$ cat config.mk
export PLATFORM = sky130hd
export DESIGN_NAME = transport_counter_restamper
export DESIGN_NICKNAME = d
export VERILOG_FILES = /design/src/sv/tcr_pkg.sv /design/src/sv/transport_counter_restamper.sv
export SDC_FILE = /design/constraint.sdc
export NUM_CORES = 1
export LEC_CHECK = 0
export ABC_CLOCK_PERIOD_IN_PS = 7740
export BUFFER_PORTS_ARGS = -buffer_cell sky130_fd_sc_hd__buf_2
export CORE_MARGIN = 4
export CORE_UTILIZATION = 63
export DETAILED_ROUTE_END_ITERATION = 7
export GPL_ROUTABILITY_DRIVEN = 0
export PLACE_DENSITY_LB_ADDON = 0.3
export SLEW_MARGIN = 20
export SYNTH_ARGS = -nofsm -noshare
export SYNTH_HDL_FRONTEND = slang
export SYNTH_SLANG_ARGS = --single-unit
$ cat constraint.sdc
create_clock -name clk -period 7.74 [get_ports clk]
set_input_delay 0.387 -clock clk [delete_from_list [all_inputs] [get_ports clk]]
set_output_delay 0.387 -clock clk [all_outputs]
set_load 0.05 [all_outputs]
$ cat src/sv/tcr_pkg.sv
// ----------------------------------------------------------------------------
// tcr_pkg
// request types and fixed constants of the transport counter restamper
// ----------------------------------------------------------------------------
`timescale 1ns / 1ps

package tcr_pkg;

	// largest record length accepted as well formed
	localparam int unsigned MAX_RECORD_BYTES = 256;

	// frame header walk positions
	localparam logic [2:0] HDR_LEN_LO  = 3'd0;
	localparam logic [2:0] HDR_LEN_HI  = 3'd1;
	localparam logic [2:0] HDR_CNT_LO  = 3'd2;
	localparam logic [2:0] HDR_CNT_HI  = 3'd3;
	localparam logic [2:0] HDR_PAYLOAD = 3'd4;

	// frame header is four bytes
	localparam logic [9:0] HDR_BYTES = 10'd4;

	// byte offset saturates here
	localparam logic [8:0] OFFSET_MAX = 9'h1FF;

	typedef struct packed {
		logic [7:0] data_byte;
		logic [8:0] record_length;
		logic       first_of_record;
		logic       last_of_record;
		logic       new_session;
	} in_req_t;

	typedef struct packed {
		logic [7:0] out_byte;
		logic       end_of_record;
		logic       record_ok;
	} out_req_t;

endpackage

$ cat src/sv/transport_counter_restamper.sv
// ----------------------------------------------------------------------------
// transport_counter_restamper
// rewrites the counter field of each well formed frame header in a record
// ----------------------------------------------------------------------------
// Takes one record byte per request and returns one byte per request, in
// order. Each frame header is a 16-bit little-endian length followed by a
// 16-bit counter; for every frame whose header is complete, whose length is
// nonzero and whose payload fits in the record, the counter bytes are replaced
// by a running 16-bit frame counter (low byte first), which wraps and is
// cleared by new_session on the first byte of a record. On the last byte,
// record_ok reports whether the whole record was well formed; a malformed
// record must be dropped downstream. Throughput is one byte per clock while the
// output accepts; each byte passes the input register and then the result
// register, and the frame walk is combinational offset compares and counter
// update between them. Back-pressure on the output stalls the input register
// only once the result register is full. No clearing pass follows reset.
`timescale 1ns / 1ps

module transport_counter_restamper (
	input  logic             clk,
	input  logic             arst_n,
	input  logic             in_valid,
	output logic             in_ready,
	input  tcr_pkg::in_req_t in_req,
	output logic             out_valid,
	input  logic             out_ready,
	output tcr_pkg::out_req_t out_req
);

	// input register
	logic             valid_s1;
	tcr_pkg::in_req_t req_s1;

	// result register
	logic              valid_s2;
	tcr_pkg::out_req_t req_s2;

	// frame walk state
	logic [15:0] frame_counter_q;
	logic [8:0]  byte_offset_q;
	logic [8:0]  held_length_q;
	logic [2:0]  header_position_q;
	logic [7:0]  length_low_byte_q;
	logic [15:0] payload_remaining_q;
	logic        stamp_active_q;
	logic        error_seen_q;

	// next state of the walk
	logic [15:0] n_frame_counter;
	logic [8:0]  n_byte_offset;
	logic [8:0]  n_held_length;
	logic [2:0]  n_header_position;
	logic [7:0]  n_length_low_byte;
	logic [15:0] n_payload_remaining;
	logic        n_stamp_active;
	logic        n_error_seen;
	tcr_pkg::out_req_t n_out;

	logic        advance;
	logic [8:0]  pos;
	logic [15:0] dlc;

	// the request in s1 moves on when the result register is free or drains
	assign advance   = valid_s1 && (!valid_s2 || out_ready);
	assign in_ready  = !valid_s1 || advance;
	assign out_valid = valid_s2;
	assign out_req   = req_s2;

	always_comb begin
		n_frame_counter     = frame_counter_q;
		n_byte_offset       = byte_offset_q;
		n_held_length       = held_length_q;
		n_header_position   = header_position_q;
		n_length_low_byte   = length_low_byte_q;
		n_payload_remaining = payload_remaining_q;
		n_stamp_active      = stamp_active_q;
		n_error_seen        = error_seen_q;
		n_out.out_byte      = req_s1.data_byte;
		n_out.end_of_record = req_s1.last_of_record;
		n_out.record_ok     = 1'b0;
		dlc                 = {req_s1.data_byte, length_low_byte_q};

		// first byte restarts the walk and samples the record length
		if (req_s1.first_of_record) begin
			if (req_s1.new_session) begin
				n_frame_counter = '0;
			end
			n_byte_offset       = '0;
			n_held_length       = req_s1.record_length;
			n_header_position   = tcr_pkg::HDR_LEN_LO;
			n_length_low_byte   = '0;
			n_payload_remaining = '0;
			n_stamp_active      = 1'b0;
			n_error_seen        = (req_s1.record_length == 9'd0)
				|| (32'(req_s1.record_length) > tcr_pkg::MAX_RECORD_BYTES);
		end

		pos = n_byte_offset;

		if (pos >= n_held_length) begin
			// byte beyond the sampled length
			n_error_seen   = 1'b1;
			n_stamp_active = 1'b0;
		end else if (!n_error_seen) begin
			unique case (n_header_position)
				tcr_pkg::HDR_LEN_LO: begin
					// a header must fit before the record ends
					if ({1'b0, pos} + tcr_pkg::HDR_BYTES > {1'b0, n_held_length}) begin
						n_error_seen   = 1'b1;
						n_stamp_active = 1'b0;
					end else begin
						n_length_low_byte = req_s1.data_byte;
						n_header_position = tcr_pkg::HDR_LEN_HI;
					end
				end
				tcr_pkg::HDR_LEN_HI: begin
					// frame starts one byte back and must end inside the record
					dlc = {req_s1.data_byte, n_length_low_byte};
					if (dlc == 16'd0 || ({8'd0, pos} + 17'd3 + {1'b0, dlc})
							> {8'd0, n_held_length}) begin
						n_error_seen   = 1'b1;
						n_stamp_active = 1'b0;
					end else begin
						n_payload_remaining = dlc;
						n_stamp_active      = 1'b1;
						n_header_position   = tcr_pkg::HDR_CNT_LO;
					end
				end
				tcr_pkg::HDR_CNT_LO: begin
					if (n_stamp_active) begin
						n_out.out_byte = n_frame_counter[7:0];
					end
					n_header_position = tcr_pkg::HDR_CNT_HI;
				end
				tcr_pkg::HDR_CNT_HI: begin
					if (n_stamp_active) begin
						n_out.out_byte  = n_frame_counter[15:8];
						n_frame_counter = n_frame_counter + 16'd1;
					end
					n_stamp_active    = 1'b0;
					n_header_position = tcr_pkg::HDR_PAYLOAD;
				end
				default: begin
					// payload bytes count down to the next header
					if (n_payload_remaining != 16'd0) begin
						n_payload_remaining = n_payload_remaining - 16'd1;
					end
					if (n_payload_remaining == 16'd0) begin
						n_header_position = tcr_pkg::HDR_LEN_LO;
					end
				end
			endcase
		end

		n_byte_offset = (pos != tcr_pkg::OFFSET_MAX) ? pos + 9'd1 : pos;

		// last mark must fall on the final byte, with no frame left open
		if (req_s1.last_of_record) begin
			if ({1'b0, pos} + 10'd1 != {1'b0, n_held_length}) begin
				n_error_seen   = 1'b1;
				n_stamp_active = 1'b0;
			end
			n_out.record_ok = !n_error_seen && (n_header_position == tcr_pkg::HDR_LEN_LO);
		end
	end

	// pipeline control
	always_ff @(posedge clk or negedge arst_n) begin
		if (!arst_n) begin
			valid_s1 <= 1'b0;
			valid_s2 <= 1'b0;
		end else begin
			if (in_ready) begin
				valid_s1 <= in_valid;
			end
			if (advance) begin
				valid_s2 <= 1'b1;
			end else if (out_ready) begin
				valid_s2 <= 1'b0;
			end
		end
	end

	// payload registers
	always_ff @(posedge clk) begin
		if (in_ready && in_valid) begin
			req_s1 <= in_req;
		end
		if (advance) begin
			req_s2 <= n_out;
		end
	end

	// walk state advances once per request
	always_ff @(posedge clk or negedge arst_n) begin
		if (!arst_n) begin
			frame_counter_q     <= '0;
			byte_offset_q       <= '0;
			held_length_q       <= '0;
			header_position_q   <= tcr_pkg::HDR_LEN_LO;
			length_low_byte_q   <= '0;
			payload_remaining_q <= '0;
			stamp_active_q      <= 1'b0;
			error_seen_q        <= 1'b0;
		end else if (advance) begin
			frame_counter_q     <= n_frame_counter;
			byte_offset_q       <= n_byte_offset;
			held_length_q       <= n_held_length;
			header_position_q   <= n_header_position;
			length_low_byte_q   <= n_length_low_byte;
			payload_remaining_q <= n_payload_remaining;
			stamp_active_q      <= n_stamp_active;
			error_seen_q        <= n_error_seen;
		end
	end

endmodule

== Word level (Yosys, flattened, before mapping) ==
Cells that the tools add are included.
Cells by class
  order comparisons: 4
  reduce and logical (&&, ||, !) cells: 19
  add/sub/neg operators: 7
  mux-type cells: 54
  eq/ne operators: 5
Operators with widths (number)
  16-bit two-way mux: 14
  8-bit two-way mux: 9
  16-bit zero test: 2
  16-bit one-hot mux with 2 select lines: 1
  9-bit two-way mux: 3
  3-bit two-way mux: 6
  10-bit by 16-bit adder with 17-bit output: 1
  17-bit by 9-bit greater-than comparator with 1-bit output: 1
  1-bit two-way mux: 17
  16-bit by 1-bit adder with 16-bit output, second input constant: 1
  8-bit one-hot mux with 2 select lines: 1
  16-bit nonzero test: 1
  16-bit by 1-bit subtractor with 16-bit output, second input constant: 1
  3-bit one-hot mux with 4 select lines: 1
  9-bit by 1-bit adder with 10-bit output, second input constant: 1
  9-bit by 2-bit adder with 10-bit output, second input constant: 1
  9-bit by 3-bit adder with 10-bit output, second input constant: 1
  10-bit by 9-bit greater-than comparator with 1-bit output: 1
  10-bit by 9-bit inequality test with 1-bit output: 1
  9-bit by 1-bit adder with 9-bit output, second input constant: 1
  9-bit greater-or-equal comparator: 1
  9-bit greater-than comparator, second input constant: 1
  9-bit zero test: 1
  9-bit inequality test, second input constant: 1
  other kinds (11): 20
Storage, ports and cells
  word-level logic and storage cells: 107
  input port bits: 24
  flip-flop bits (word level): 95
  output and inout port bits: 12

== Logic depth before layout (Yosys ltp) ==
  depth in word-level cells: 13
  depth in mapped cells: 28
  gate-level depth less buffers: 20

== Worst setup path before layout ==
Ideal clock, no wire load.
  path type: reg2reg
  start: reg req_s1[2] (netlist name)
  end: reg stamp_active_q
  period minus slack after synthesis: 5.460 ns
  path buffers: 8
  data arrival time: 5.359 ns
  cell stages (with the launch flop): 29
  library setup time: 0.101 ns
  required time: 7.639 ns
  slack: 2.280 ns
  cell sequence: edfxtp_1 buf_4 buf_4 buf_2 buf_2 clkbuf_1 buf_2 buf_1 nor2b_1 inv_1 ha_1 inv_1 ha_1 inv_1 fa_1 nand2b_1 a211oi_1 nor2_1 xnor2_1 ha_1 a21oi_1 nand2_1 a21oi_1 a21oi_1 nor4_2 and2_1 buf_2 a31oi_1 o32ai_1
Between the ends
  cells in the longest elaborated chain, start to end: 11
  elaborated cells on any way between the ends: 26
  those cells by class: add/sub: 4; order compare: 3; eq/ne: 3; mux: 13; reduce/logical: 3
Ends and longest elaborated chain
  start, declared: line transport_counter_restamper.sv:32  | tcr_pkg::in_req_t req_s1;
  start signal, assigned: line transport_counter_restamper.sv:187  | req_s1 <= in_req;
  9-bit two-way mux: line transport_counter_restamper.sv:84  | if (req_s1.first_of_record) begin
  9-bit by 2-bit adder with 10-bit output: line transport_counter_restamper.sv:119  | if (dlc == 16'd0 || ({8'd0, pos} + 17'd3 + {1'b0, dlc})
  10-bit by 16-bit adder with 17-bit output: line transport_counter_restamper.sv:119
  17-bit by 9-bit greater-than comparator with 1-bit output: line transport_counter_restamper.sv:120  | > {8'd0, n_held_length}) begin
  1-bit logical OR: line transport_counter_restamper.sv:119
  1-bit two-way mux: line transport_counter_restamper.sv:119
  1-bit one-hot mux with 3 select lines: line transport_counter_restamper.sv:105  | unique case (n_header_position)
  1-bit two-way mux: line transport_counter_restamper.sv:104  | end else if (!n_error_seen) begin
  1-bit two-way mux: line transport_counter_restamper.sv:100  | if (pos >= n_held_length) begin
  1-bit two-way mux: line transport_counter_restamper.sv:159  | if ({1'b0, pos} + 10'd1 != {1'b0, n_held_length}) begin
  1-bit two-way mux (*): line transport_counter_restamper.sv:158  | if (req_s1.last_of_record) begin
  end signal, assigned: line transport_counter_restamper.sv:212  | stamp_active_q <= n_stamp_active;
  end, declared: line transport_counter_restamper.sv:45  | logic stamp_active_q;
Every way passes the cells marked *; elsewhere a longest branch is shown, timed or not.
A chain may end at the register's enable or synchronous reset.

== Worst setup path in the final report ==
Same ends and word-level chain as after synthesis.

==> flow_summary.ini <==
[run_status]
outcome = complete, no violations

[critical_path]
crit_buf_inv = 3
rrSetupSlack_ps = 2050
worstReg2RegStart = req_s1[2]
required_ps = 7990
max_stage_delay_ps = 970
startpoint = req_s1[2]
critPathLaunchType = flop
r2r_end = stamp_active_q
cpLargestDelayFamily = simple AND/OR/NAND/NOR gates
worstPathMaxFanout = 28
cp_num_cells = 20
cp-endpoint = stamp_active_q
crit_type = flop to flop
critPathSlowestCell = edfxtp_1
end_kind = flop
cp.arrival_ps = 5950
crit_chain = inv_2 -> nand2_1 -> ha_1 -> inv_1 -> ha_1 -> inv_1 -> fa_1 -> nand2b_1 -> a211oi_1 -> nor2_1 -> xnor2_1 -> ha_1 -> a21oi_1 -> nand2_1 -> a21oi_1 -> a21oi_1 -> nor4_2 -> and2_1 -> a31oi_1 -> o32ai_1
ff2ff_path_depth = 20

[layout]
stdcell_count = 979
syn2layout_area_growth_pct = 6.85
fillers = 848
finalNetCount = 907
diodes = 0
drive_gt1_frac = 0.0882
stdcell_area_mm2 = 0.00771
multi_input_area_mm2 = 0.00436
seq_area_mm2 = 0.00253

[sta]
layout_setup_ws_ps = 2050
worstMarginPinSlew_ps = 1120
setup_viol = 0
slew_viol_final = 0
fin_tns_setup_ps = 0
maxSlewHeadroom = 0.250
period_share = 0.735
period_needed_ps = 5690
final_hold_viol_count = 0
clock-skew-final_ps = 10.1
rsz0062_at_grt = no
fmax_mhz = 176

[yosys]
yosysTopAreaCell = dfrtp_1
synthTopCellsByCount = nand2_1 (88), dfrtp_1 (65), nor2_1 (58)
synth_cell_type_count = 86
synth_top_area_frac = 0.226
postSynth.asyncResetShare = 0.684
syn_area_per_cell_um2 = 8.68
synth_most_common_cell = nand2_1
synthCells = 831
synth_seq_cells = 95
syn_area_mm2 = 0.00721
seq_area_frac_synth = 0.350
synth_ff_type = dfrtp_1
synth_top_cells_by_area = dfrtp_1 (23%), edfxtp_1 (12%), ha_1 (8.3%)
ys.warnings.count = 0
syn-num-nets = 904
synth_edf_count = 30

[floorplan]
rows = 38
die-area_mm2 = 0.0132
ioPinCount = 36
start_util = 0.654
die_h_um = 115
core_mm2 = 0.0110
die_w_um = 115

[power]
p_int_mw = 1.13
p_comb_frac = 0.357
switching_share = 0.393
p_sw_mw = 0.729
ir_drop_mv = 0.148
power_mw = 1.86
power_density_mw_per_mm2 = 241
p_leak_nw = 3.21
seq_power_share = 0.377
clockPowerShare = 0.266

[detailed_routing]
route.vias.total = 6817
drc = 0
ant_nets = 0
viasPerCell = 6.96
totalWireLength_um = 20100
routedWlPerCell_um = 20.6
dr.pass1.iters = 5
drt_iter0_drc = 837

[grt]
grt_overflow_total = 0
antenna_found_initial = 0
grt_pass1_wl_um = 32400
grtUsageTotal = 0.307
grt_max_degree = 66
grt_pass1_vias = 6502

[placed_design]
port_buffers = 35
pre_cts_ws_ps = 2270
placed_area_mm2 = 0.00738
hpwlAfterDp_um = 14000
dp_cells = 963

[cts]
root_buffer = clkbuf_16
cts_tree = done
hold_buffers = 0
post-cts-setup-buffers = 0
cts.path.max_buffers = 2
cts_resized = 0
numCtsBuffers = 9
clock_latency_ps = 360
cts.reportedPaths.clkPinSlew_ps = 70
htree_levels = 3
cts.sinks = 95

[flow_run]
maxCapViolCount = 0

[hold_path]
hp-class = primary input to flop
-- logic make-up (layout without fill, tap and decap cells) --
family | count (synthesis) | after routing | synth area share
buf+inv | 76 | 84 | 0.0451
fa+ha+maj | 49 | 49 | 0.0861
simple gates | 318 | 318 | 0.230
flops | 95 | 95 | 0.350
compound gates | 243 | 243 | 0.222
xor+xnor | 30 | 30 | 0.0364
mux | 20 | 20 | 0.0300
-- per-layer routing --
| layer | vias up | GRT usage | routed length [um] |
|---|---|---|---|
| li1 | 3095 | - | - |
| met1 | 3193 | 0.400 | 7830 |
| met2 | 450 | 0.495 | 9560 |
| met3 | 79 | 0.0632 | 2030 |
| met4 | 0 | 0.139 | 722 |
| met5 | - | 0 | 0 |
-- worst reg2reg max path, delay by kind of cell (launching register included) --
| kind | cells | cell delay, ps |
|---|---|---|
| buffers and inverters | 3 | 620 |
| AOI/OAI and AO/OA | 6 | 1230 |
| and+or+nand+nor | 6 | 1520 |
| adders and majority gates | 4 | 1120 |
| DFF | 1 | 970 |
| xor gates and xnor gates | 1 | 140 |
-- worst min path at each step --
stage          startpoint          endpoint  slack, ps  cells after the start
2_1_floorplan      arst_n  byte_offset_q[0]         90                      0
3_3_place_gp     n_out[1]        out_req[1]        440                      0
3_5_place_dp     n_out[1]        out_req[1]        460                      0
4_1_cts         in_req[6]         req_s1[6]        200                      1
5_1_grt        in_req[16]        req_s1[16]        190                      1
6_report        in_req[4]         req_s1[4]        210                      1
-- cell type report --
cell class,count,area share
multi-input combinational,660,0.566
sequential,95,0.328
tap,140,0.0227
inverter,28,0.0136
clock inverter,4,0.00763
timing repair buffer,40,0.0276
clock buffer,12,0.0347
-- through the flow --
step	utilization	hold WS, ps
after floorplan	-	91.4
after global placement	0.669	443
after detailed placement	0.669	456
after CTS	0.699	198
after global routing	0.699	194
final	0.699	205
-- power by group through the flow --
stage,registers [mW],clock network [mW],logic (mW)
after floorplan,0.660,0,0.521
after CTS,0.694,0.494,0.646
final,0.701,0.493,0.663
after detailed placement,0.702,0,0.640
after global routing,0.708,0.513,0.723
after global placement,0.698,0,0.611
-- placed cells by master (no fill, tap or decap), types with 10 or more instances in the layout --
cell | synthesis | final
ha_1 | 48 | 48
nor3_1 | 26 | 26
dfrtp_1 | 65 | 65
and2_1 | 14 | 14
edfxtp_1 | 30 | 30
a21oi_1 | 50 | 50
xor2_1 | 13 | 13
nor2b_1 | 27 | 27
o21ai_0 | 49 | 49
inv_1 | 26 | 26
clkbuf_16 | 0 | 10
a211oi_1 | 15 | 15
o21ai_1 | 25 | 25
nand2_1 | 88 | 88
a22o_1 | 10 | 10
nand3_1 | 29 | 29
buf_2 | 7 | 35
nand2b_1 | 10 | 10
xnor2_1 | 17 | 17
mux2i_1 | 16 | 16
nor4_1 | 14 | 14
nand4_1 | 13 | 13
nor2_1 | 58 | 58
-- registers in the layout, indices dropped and copies added (netlist names) --
name,cells
frame_counter_q,16
out_valid,1
stamp_active_q,1
length_low_byte_q,8
byte_offset_q,9
header_position_q,3
req_s1,19
error_seen_q,1
n_out,1
held_length_q,9
payload_remaining_q,16
out_req,10
valid_s1,1
No activity file was read; power rests on OpenSTA's default activity.
